==> src/rtl/are_pkg.sv <==
// Package with shared constants and types for the angular rate estimator.
package are_pkg;

    localparam int MaxPinsDefault   = 16;
    localparam int AngleBitsDefault = 16;

    localparam logic [31:0] MinIntervalReset = 32'd1000;
    localparam logic [14:0] MatchLimitReset  = 15'd5215;

    localparam logic [46:0] Sat47 = {47{1'b1}};

    typedef enum logic [1:0] {
        REG_ENABLE       = 2'd0,
        REG_MIN_INTERVAL = 2'd1,
        REG_MATCH_LIMIT  = 2'd2
    } reg_index_t;

endpackage

==> src/rtl/angular_rate_estimator.sv <==
// Top level of the angular rate estimator: pin matching, rate division and speed blending.
//
// Input words arrive on the s_axis channel: tdata holds the angle and frame time,
// tuser the has_pin flag and tlast marks the last word of a frame. One result word
// leaves on m_axis for each frame end while the tracker is enabled. Registers are
// written on the cfg channel while the block is idle; writing enable as one also
// clears the tracker.
// A pin word that is stored takes a read and a compare for each angle stored for the
// previous frame, then an accumulate step, before the next word is accepted. A frame
// end then passes a check; when it updates, the rate quotient and the acceleration
// quotient each come from a shared restoring divider that retires one quotient bit per
// cycle, the count-by-interval product uses a shift-and-add multiplier of one step per
// count bit plus one, and the blend by five folds and then corrects its quotient.
// The output register holds a result until it is taken; pin words are still accepted
// meanwhile, but a further frame end waits in its last step and configuration waits
// until the register is free.
// Reset clears the configuration to its defaults and empties the tracker; the
// angle store needs no clearing because only entries written in this run are read.
module angular_rate_estimator
    import are_pkg::*;
#(
    parameter int MAX_PINS   = MaxPinsDefault,
    parameter int ANGLE_BITS = AngleBitsDefault
) (
    input  logic         aclk,
    input  logic         aresetn,
    input  logic         s_axis_tvalid,
    output logic         s_axis_tready,
    input  logic [47:0]  s_axis_tdata,   // angle [15:0], frame_time [47:16]
    input  logic         s_axis_tuser,   // has_pin
    input  logic         s_axis_tlast,   // frame_end
    output logic         m_axis_tvalid,
    input  logic         m_axis_tready,
    output logic [95:0]  m_axis_tdata,   // speed [47:0], acceleration [94:48], pad
    output logic [6:0]   m_axis_tuser,   // updated [0], matched [5:1], truncated [6]
    input  logic         cfg_valid,
    output logic         cfg_ready,
    input  logic [1:0]   cfg_index,
    input  logic [31:0]  cfg_data
);

    localparam int PW = $clog2(MAX_PINS + 1);
    localparam int IW = (MAX_PINS > 1) ? $clog2(MAX_PINS) : 1;
    localparam int DEPTH = 2 * (1 << IW);
    localparam int AW = $clog2(DEPTH);
    localparam int SW = ANGLE_BITS + PW + 1;
    localparam int CW = PW + 1;

    typedef enum logic [3:0] {
        ST_IDLE, ST_READ, ST_CMP, ST_ACC, ST_CHECK, ST_MUL, ST_DIV1, ST_BLEND,
        ST_DIV2, ST_FOLD, ST_FIX, ST_DONE, ST_OUT
    } state_t;

    state_t state_reg;

    logic        enable_reg;
    logic [31:0] min_interval_reg;
    logic [14:0] match_limit_reg;

    logic [ANGLE_BITS-1:0] bank_mem [DEPTH];
    logic [ANGLE_BITS-1:0] rd_reg;

    logic          bank_reg;
    logic [PW-1:0] prev_cnt_reg, cur_cnt_reg, match_cnt_reg, j_reg;
    logic signed [SW-1:0] sum_reg;
    logic signed [47:0] speed_reg;
    logic [46:0]   accel_reg;
    logic [31:0]   last_time_reg;
    logic          ovf_reg;

    logic [ANGLE_BITS-1:0] pin_reg;
    logic [31:0] now_reg;
    logic        end_reg;
    logic        found_reg;
    logic signed [ANGLE_BITS:0] best_reg;
    logic [31:0] dt_reg;

    logic [63:0] prod_reg;
    logic [CW-1:0] mcand_reg;
    logic [2:0]  mstep_reg;
    logic [63:0] num_reg;
    logic [64:0] rem_reg;
    logic [63:0] quo_reg;
    logic [6:0]  dstep_reg;
    logic        neg_reg;
    logic signed [48:0] r_reg;
    logic        updated_reg;
    logic [PW-1:0] matched_reg;
    logic [50:0] n5_reg;
    logic [50:0] q5_reg;
    logic        neg5_reg;

    logic signed [ANGLE_BITS:0] d_w;
    logic [ANGLE_BITS:0] abs_d, abs_best;
    logic [ANGLE_BITS-1:0] diff_raw;
    logic [SW-1:0] abs_sum;
    logic [64:0] rem_sh, rem_sub;
    logic signed [50:0] blend_num;
    logic signed [50:0] rs_diff;
    logic [50:0] r5_w;
    logic [31:0] dt_full;
    logic [AW-1:0] wr_addr, rd_addr;
    logic [ANGLE_BITS-1:0] in_angle;
    logic        out_free;

    assign in_angle = ANGLE_BITS'(s_axis_tdata[15:0]);
    assign diff_raw = pin_reg - rd_reg;
    assign d_w = diff_raw[ANGLE_BITS-1] ?
        $signed({1'b1, diff_raw}) : $signed({1'b0, diff_raw});
    assign abs_d = d_w[ANGLE_BITS] ? (~d_w + 1'b1) : d_w;
    assign abs_best = best_reg[ANGLE_BITS] ? (~best_reg + 1'b1) : best_reg;
    assign abs_sum = sum_reg[SW-1] ? (~sum_reg + 1'b1) : sum_reg;
    assign rem_sh = {rem_reg[63:0], num_reg[63]};
    assign rem_sub = rem_sh - {1'b0, prod_reg};
    assign dt_full = now_reg - last_time_reg;
    assign rs_diff = 51'(r_reg) - 51'(speed_reg);
    assign blend_num = (51'(speed_reg) <<< 2) + 51'(r_reg);
    assign r5_w = n5_reg - ((q5_reg << 2) + q5_reg);
    assign wr_addr = AW'({bank_reg, cur_cnt_reg[IW-1:0]});
    assign rd_addr = AW'({~bank_reg, j_reg[IW-1:0]});
    assign out_free = !m_axis_tvalid || m_axis_tready;

    assign cfg_ready = (state_reg == ST_IDLE) && !m_axis_tvalid;
    assign s_axis_tready = (state_reg == ST_IDLE) && !(cfg_valid && cfg_ready);

    always_ff @(posedge aclk) begin
        if (state_reg == ST_IDLE && s_axis_tvalid && s_axis_tready && enable_reg &&
            s_axis_tuser && cur_cnt_reg < PW'(MAX_PINS)) begin
            bank_mem[wr_addr] <= in_angle;
        end
        rd_reg <= bank_mem[rd_addr];
    end

    always_ff @(posedge aclk) begin
        if (!aresetn) begin
            state_reg <= ST_IDLE;
            enable_reg <= 1'b0;
            min_interval_reg <= MinIntervalReset;
            match_limit_reg <= MatchLimitReset;
            bank_reg <= 1'b0;
            prev_cnt_reg <= '0;
            cur_cnt_reg <= '0;
            match_cnt_reg <= '0;
            sum_reg <= '0;
            speed_reg <= '0;
            accel_reg <= '0;
            last_time_reg <= '0;
            ovf_reg <= 1'b0;
            m_axis_tvalid <= 1'b0;
        end else begin
            if (state_reg == ST_DONE && out_free) begin
                m_axis_tvalid <= 1'b1;
            end else if (m_axis_tvalid && m_axis_tready) begin
                m_axis_tvalid <= 1'b0;
            end
            unique case (state_reg)
                ST_IDLE: begin
                    if (cfg_valid && cfg_ready) begin
                        unique case (cfg_index)
                            REG_ENABLE: begin
                                enable_reg <= cfg_data[0];
                                if (cfg_data[0]) begin
                                    bank_reg <= 1'b0;
                                    prev_cnt_reg <= '0;
                                    cur_cnt_reg <= '0;
                                    match_cnt_reg <= '0;
                                    sum_reg <= '0;
                                    speed_reg <= '0;
                                    accel_reg <= '0;
                                    last_time_reg <= '0;
                                    ovf_reg <= 1'b0;
                                end
                            end
                            REG_MIN_INTERVAL: min_interval_reg <= cfg_data;
                            REG_MATCH_LIMIT:  match_limit_reg <= cfg_data[14:0];
                            default: ;
                        endcase
                    end else if (s_axis_tvalid && s_axis_tready && enable_reg) begin
                        pin_reg <= in_angle;
                        now_reg <= s_axis_tdata[47:16];
                        end_reg <= s_axis_tlast;
                        found_reg <= 1'b0;
                        j_reg <= '0;
                        if (s_axis_tuser) begin
                            if (cur_cnt_reg < PW'(MAX_PINS)) begin
                                cur_cnt_reg <= cur_cnt_reg + 1'b1;
                                state_reg <= (prev_cnt_reg != '0) ? ST_READ : ST_ACC;
                            end else begin
                                ovf_reg <= 1'b1;
                                state_reg <= s_axis_tlast ? ST_CHECK : ST_IDLE;
                            end
                        end else begin
                            state_reg <= s_axis_tlast ? ST_CHECK : ST_IDLE;
                        end
                    end
                end
                ST_READ: state_reg <= ST_CMP;
                ST_CMP: begin
                    if (!found_reg || abs_d < abs_best) begin
                        best_reg <= d_w;
                        found_reg <= 1'b1;
                    end
                    j_reg <= j_reg + 1'b1;
                    state_reg <= (j_reg + 1'b1 == prev_cnt_reg) ? ST_ACC : ST_READ;
                end
                ST_ACC: begin
                    if (found_reg && 32'(abs_best) < 32'(match_limit_reg)) begin
                        sum_reg <= sum_reg + SW'(best_reg);
                        match_cnt_reg <= match_cnt_reg + 1'b1;
                    end
                    state_reg <= end_reg ? ST_CHECK : ST_IDLE;
                end
                ST_CHECK: begin
                    updated_reg <= 1'b0;
                    matched_reg <= '0;
                    dt_reg <= dt_full;
                    state_reg <= ST_DONE;
                    if (last_time_reg != '0 && prev_cnt_reg != '0 && cur_cnt_reg != '0 &&
                        now_reg > last_time_reg && dt_full > min_interval_reg) begin
                        matched_reg <= match_cnt_reg;
                        if (match_cnt_reg != '0) begin
                            prod_reg <= '0;
                            mcand_reg <= CW'(match_cnt_reg);
                            mstep_reg <= '0;
                            state_reg <= ST_MUL;
                        end
                    end
                end
                ST_MUL: begin
                    if (mcand_reg[0]) begin
                        prod_reg <= prod_reg + (64'(dt_reg) << mstep_reg);
                    end
                    mcand_reg <= mcand_reg >> 1;
                    mstep_reg <= mstep_reg + 1'b1;
                    if (mstep_reg == 3'(CW - 1)) begin
                        num_reg <= 64'(abs_sum) << 16;
                        neg_reg <= sum_reg[SW-1];
                        rem_reg <= '0;
                        dstep_reg <= '0;
                        state_reg <= ST_DIV1;
                    end
                end
                ST_DIV1, ST_DIV2: begin
                    num_reg <= num_reg << 1;
                    if (!rem_sub[64]) begin
                        rem_reg <= rem_sub;
                        quo_reg <= {quo_reg[62:0], 1'b1};
                    end else begin
                        rem_reg <= rem_sh;
                        quo_reg <= {quo_reg[62:0], 1'b0};
                    end
                    dstep_reg <= dstep_reg + 1'b1;
                    if (dstep_reg == 7'd63) begin
                        state_reg <= (state_reg == ST_DIV1) ? ST_BLEND : ST_FOLD;
                    end
                end
                ST_BLEND: begin
                    if (quo_reg > 64'(Sat47)) begin
                        r_reg <= neg_reg ? -49'(Sat47) : 49'(Sat47);
                    end else begin
                        r_reg <= neg_reg ? -49'(quo_reg[46:0]) : 49'(quo_reg[46:0]);
                    end
                    updated_reg <= 1'b1;
                    state_reg <= ST_OUT;
                end
                ST_OUT: begin
                    if (speed_reg == '0 || (speed_reg < 0 && r_reg > 0) ||
                        (speed_reg > 0 && r_reg < 0)) begin
                        speed_reg <= 48'(r_reg);
                        dstep_reg <= '0;
                        state_reg <= ST_DONE;
                    end else begin
                        n5_reg <= blend_num[50] ? 51'(-blend_num) : 51'(blend_num);
                        neg5_reg <= blend_num[50];
                        mstep_reg <= '0;
                        num_reg <= rs_diff[50] ? 64'(-rs_diff) : 64'(rs_diff);
                        prod_reg <= 64'(dt_reg);
                        rem_reg <= '0;
                        dstep_reg <= '0;
                        state_reg <= ST_DIV2;
                    end
                end
                ST_FOLD: begin
                    case (mstep_reg)
                        3'd0: q5_reg <= (n5_reg >> 1) + (n5_reg >> 2);
                        3'd1: q5_reg <= q5_reg + (q5_reg >> 4);
                        3'd2: q5_reg <= q5_reg + (q5_reg >> 8);
                        3'd3: q5_reg <= q5_reg + (q5_reg >> 16);
                        3'd4: q5_reg <= q5_reg + (q5_reg >> 32);
                        default: begin
                            q5_reg <= q5_reg >> 2;
                            state_reg <= ST_FIX;
                        end
                    endcase
                    mstep_reg <= mstep_reg + 1'b1;
                end
                ST_FIX: begin
                    if (r5_w >= 51'd5) begin
                        q5_reg <= q5_reg + 1'b1;
                    end else begin
                        speed_reg <= neg5_reg ? -48'(q5_reg) : 48'(q5_reg);
                        state_reg <= ST_DONE;
                    end
                end
                ST_DONE: begin
                    if (out_free) begin
                        if (updated_reg && dstep_reg == 7'd64) begin
                            accel_reg <= (quo_reg > 64'(Sat47)) ? Sat47 : quo_reg[46:0];
                        end
                        m_axis_tdata <= {1'b0, (updated_reg && dstep_reg == 7'd64) ?
                            ((quo_reg > 64'(Sat47)) ? Sat47 : quo_reg[46:0]) : accel_reg,
                            speed_reg};
                        m_axis_tuser <= {ovf_reg, 5'(matched_reg), updated_reg};
                        prev_cnt_reg <= cur_cnt_reg;
                        bank_reg <= ~bank_reg;
                        cur_cnt_reg <= '0;
                        sum_reg <= '0;
                        match_cnt_reg <= '0;
                        ovf_reg <= 1'b0;
                        last_time_reg <= now_reg;
                        dstep_reg <= '0;
                        state_reg <= ST_IDLE;
                    end
                end
                default: state_reg <= ST_IDLE;
            endcase
        end
    end

endmodule

==> config.mk <==
export PLATFORM = sky130hd
export DESIGN_NAME = angular_rate_estimator
export DESIGN_NICKNAME = d
export VERILOG_FILES = /design/src/rtl/are_pkg.sv /design/src/rtl/angular_rate_estimator.sv
export SDC_FILE = /design/constraint.sdc
export NUM_CORES = 2
export LEC_CHECK = 0
export BUFFER_PORTS_ARGS = -buffer_cell sky130_fd_sc_hd__clkbuf_2
export CAP_MARGIN = 10
export CORE_ASPECT_RATIO = 0.9
export CORE_MARGIN = 8
export CORE_UTILIZATION = 28
export DETAILED_ROUTE_END_ITERATION = 16
export HOLD_SLACK_MARGIN = 0.02
export PLACE_DENSITY = 0.47
export SYNTH_ARGS = -nofsm -noshare
export SYNTH_HDL_FRONTEND = slang
export SYNTH_SLANG_ARGS = --single-unit
==> constraint.sdc <==
create_clock -name aclk -period 12.4 [get_ports aclk]
set_clock_uncertainty 0.05 [all_clocks]
set_input_delay 1.24 -clock aclk [delete_from_list [all_inputs] [get_ports aclk]]
set_output_delay 1.24 -clock aclk [all_outputs]
set_load 0.02 [all_outputs]
==> results.md <==
* Status: finished, final reports clean
* Die Y-Extent at 547 µm
* Reg-to-Reg Start: mstep_reg[1]
* CTS tree: done
* Hold WS at approximately 0.37 ns
* # rows at 195
* Synthesized cell area at slightly below 90000 µm²
* DR vias/cell at between 5 and 6
* Switching share of power at 31.0%
* Layout cells sized above 1 at a little over a tenth
* Clock Latency Late Sink at around 0.85 ns
* Area of the multi-input gates at 45200 µm²
* Synthesized area per cell at around 10 µm²
* Clk slew on worst S/H paths at 0.06 ns
* Highest clock rate at ~130 MHz
* Warning count from the yosys run at 0
* Antenna violations before repair at 21
* TritonCTS Buffers at about 170
* Top Registers: bank_mem (512), m_axis_tdata (95)
* Nets at 9261
* Largest net degree at the start of global routing at ~130
* CP Capture Type: flop
* First-pass GRT wire length at ~440000 µm
* Biggest register: bank_mem
* Area share of the largest cell type after synthesis at just under 40%
* Core Area at 313000 µm²
* DP Wirelength at 215000 µm
* Syn-to-layout area delta at 12.7%
* Worst setup path category: reg -> reg
* Startpoint types: flop
* Largest register FFs at 512
* DRC viols at 0
* Starting density of the core at between 20% and 30%
* #FFs+latches synth at between 1k and 1.5k
* Postcts setup bufs at 0
* HP Class: reg -> reg
* Placement Cell Area at between 90000 and 100000 µm²
* Max Slew Vio Count at 0
* Max-Cap Viols at 0
* Mean routed wirelength per cell at between 20 and 25 µm
* Synthesized instance count at approximately 8.5k
* Post-synth EDFFs at 1147
* Tmin final at 7.83 ns
* DP Worst Slack at 4.74 ns
* Min-Delay Startpoint: matched_reg[1]
* Commonest cells post-synth: edfxtp_1, nand2_1, nor2_1
* Hold_buf cts at 0
* Crit path max fanout at 40
* Root buf cell: clkbuf_16
* Clock buffer depth at 4
* Final ANT Viol Nets at 0
* PortBufs at 193
* P_leak at 0.0357 µW
* Detailed-router iteration count before antenna repair at 7
* Asr flop ratio synth at 0%
* Storage cell area at about 40000 µm²
* Finished Cell Area at between 90000 and 100000 µm²
* 1st-iter DRT viols at between 6k and 7k
* CTS Sinks at approximately 1.4k
* Post-synth top area cell: edfxtp_1
* Gr usage total at 17.2%
* Gpl congestion at roughly 0.94
* Final setup viols at 0
* Synth cell types at between 100 and 150
* Grt ovf at 0
* Vias after detailed routing at just under 70k
* CP Data Arrival Time at around 8.4 ns
* Post_cts resized at 0
* Slew @ Worst Pin at between 1 and 1.5 ns
* Clk pwr share at 37.0%
* Fill count at about 32k
* Crit path from: mstep_reg[1]
* Worst setup margin at roughly 4.6 ns
* Vias in the first global route at roughly 67k
* Synth area leaders: edfxtp_1, ha_1, dfxtp_1
* Final WL at 295000 µm
* Worst Path Required at 12.94 ns
* Final Cycle Share at a little over three fifths
* Die area at around 330000 µm²
* Ports at 195
* Most frequent cell after synthesis: edfxtp_1
* Predominant post-synthesis flop cell: edfxtp_1
* Combinational Power Share at between 20% and 30%
* Relative slew slack at 15.7%
* Setup TNS at 0 ns
* Maximum vdd drop at about 0.14 mV
* Flop pwr share at 40.3%
* RSZ-0062 raised after global routing: no
* Int Power at between 9000 and 10000 µW
* Seq/Total Area, Yosys at around 45%
* H-tree Lvls at 4
* Sw Pwr at 4200 µW
* Final Hold Viols at 0
* Die X at between 600 and 700 µm
* P per Cell Area at roughly 140 nW/µm²
-- stage by stage --
step	total power (µW)	cells	utilization, %
2_1_floorplan	7680	8548	-
3_3_place_gp	8600	12576	29.8
5_1_grt	14200	12895	31.6
6_report	13600	12896	31.6
4_1_cts	13700	12893	31.6
3_5_place_dp	8630	12576	29.8
-- final cells by class --
class / count / area share (%)
Timing Repair Buffer: 302 / 1.83
Multi-Input combinational cell: 6289 / 45.8
Clock buffer: 230 / 4.76
Sequential cell: 1382 / 39.7
Clock inverter: 87 / 0.894
Tap cell: 4137 / 5.24
Antenna cell: 2 / 0.00507
Inverter: 467 / 1.78
-- kinds of logic after synthesis --
group                      count (synthesis)  share of synthesized area, %
AOI/OAI and AO/OA                       2229                          16.5
xor gates and xnor gates                 604                          6.04
adders and majority gates                558                          8.47
buffers and inverters                    877                          3.90
DFF                                     1382                          44.7
muxes                                    358                          6.73
other                                      2                       0.00857
and+or+nand+nor                         2537                          13.7
-- power groups by stage --
stage / logic, µW / clock network (µW) / registers [µW]
detailed placement: 3060 / 0 / 5570
global placement: 3040 / 0 / 5560
global route: 3380 / 5330 / 5490
CTS: 3080 / 5160 / 5470
finish: 3080 / 5020 / 5470
floorplan: 2200 / 0 / 5480
-- routing by layer --
metal  GRT usage, %  up-vias  part of all wire [%]
met5              0        -                 0.027
met4           6.56       14                   4.4
met3           2.67      447                   5.7
met2           27.1     1945                    44
met1           23.6    33469                    45
li1               -    31992                     -
-- cell usage in the layout (no fill, tap or decap), types with 70 or more instances in the layout --
master / count
o21bai_1: 81
mux2i_1: 130
ha_1: 500
inv_1: 462
mux4_2: 180
or3_1: 94
buf_4: 107
nor2_1: 659
a21oi_1: 642
a211oi_1: 70
o21ai_0: 456
nand4_1: 103
a21o_1: 200
o31ai_1: 72
clkbuf_2: 192
o21a_1: 80
dfxtp_1: 235
nor3_1: 155
xnor2_1: 399
edfxtp_1: 1147
clkbuf_16: 174
nand2_1: 804
nand3_1: 236
xor2_1: 205
a31oi_1: 86
-- worst max-delay path, cell delays in order (launching register included) --
cell	delay [ns]
edfxtp_1	0.32
buf_4	0.44
inv_1	0.19
ha_1	0.26
and2_1	0.50
nor3_2	1.10
a21boi_0	0.44
ha_1	0.39
a21o_1	0.18
a21o_1	0.21
a2111oi_0	0.64
o21ai_0	0.36
nand3_1	0.26
a21oi_1	0.18
a21oi_1	0.39
o21ai_0	0.24
a221oi_1	0.46
o21a_1	0.23
mux2_2	0.35
a311o_1	0.35
-- path summary, 6_finish.rpt --
kind / to / slack [ns] / depth (start not counted)
worst min register to register: m_axis_tuser[2] / 0.37 / 0
worst min-delay path: m_axis_tuser[2] / 0.37 / 0
worst max register to register: q5_reg[47] / 4.57 / 19
worst max-delay path: q5_reg[47] / 4.57 / 19
No activity file was read; power rests on OpenSTA's default activity.
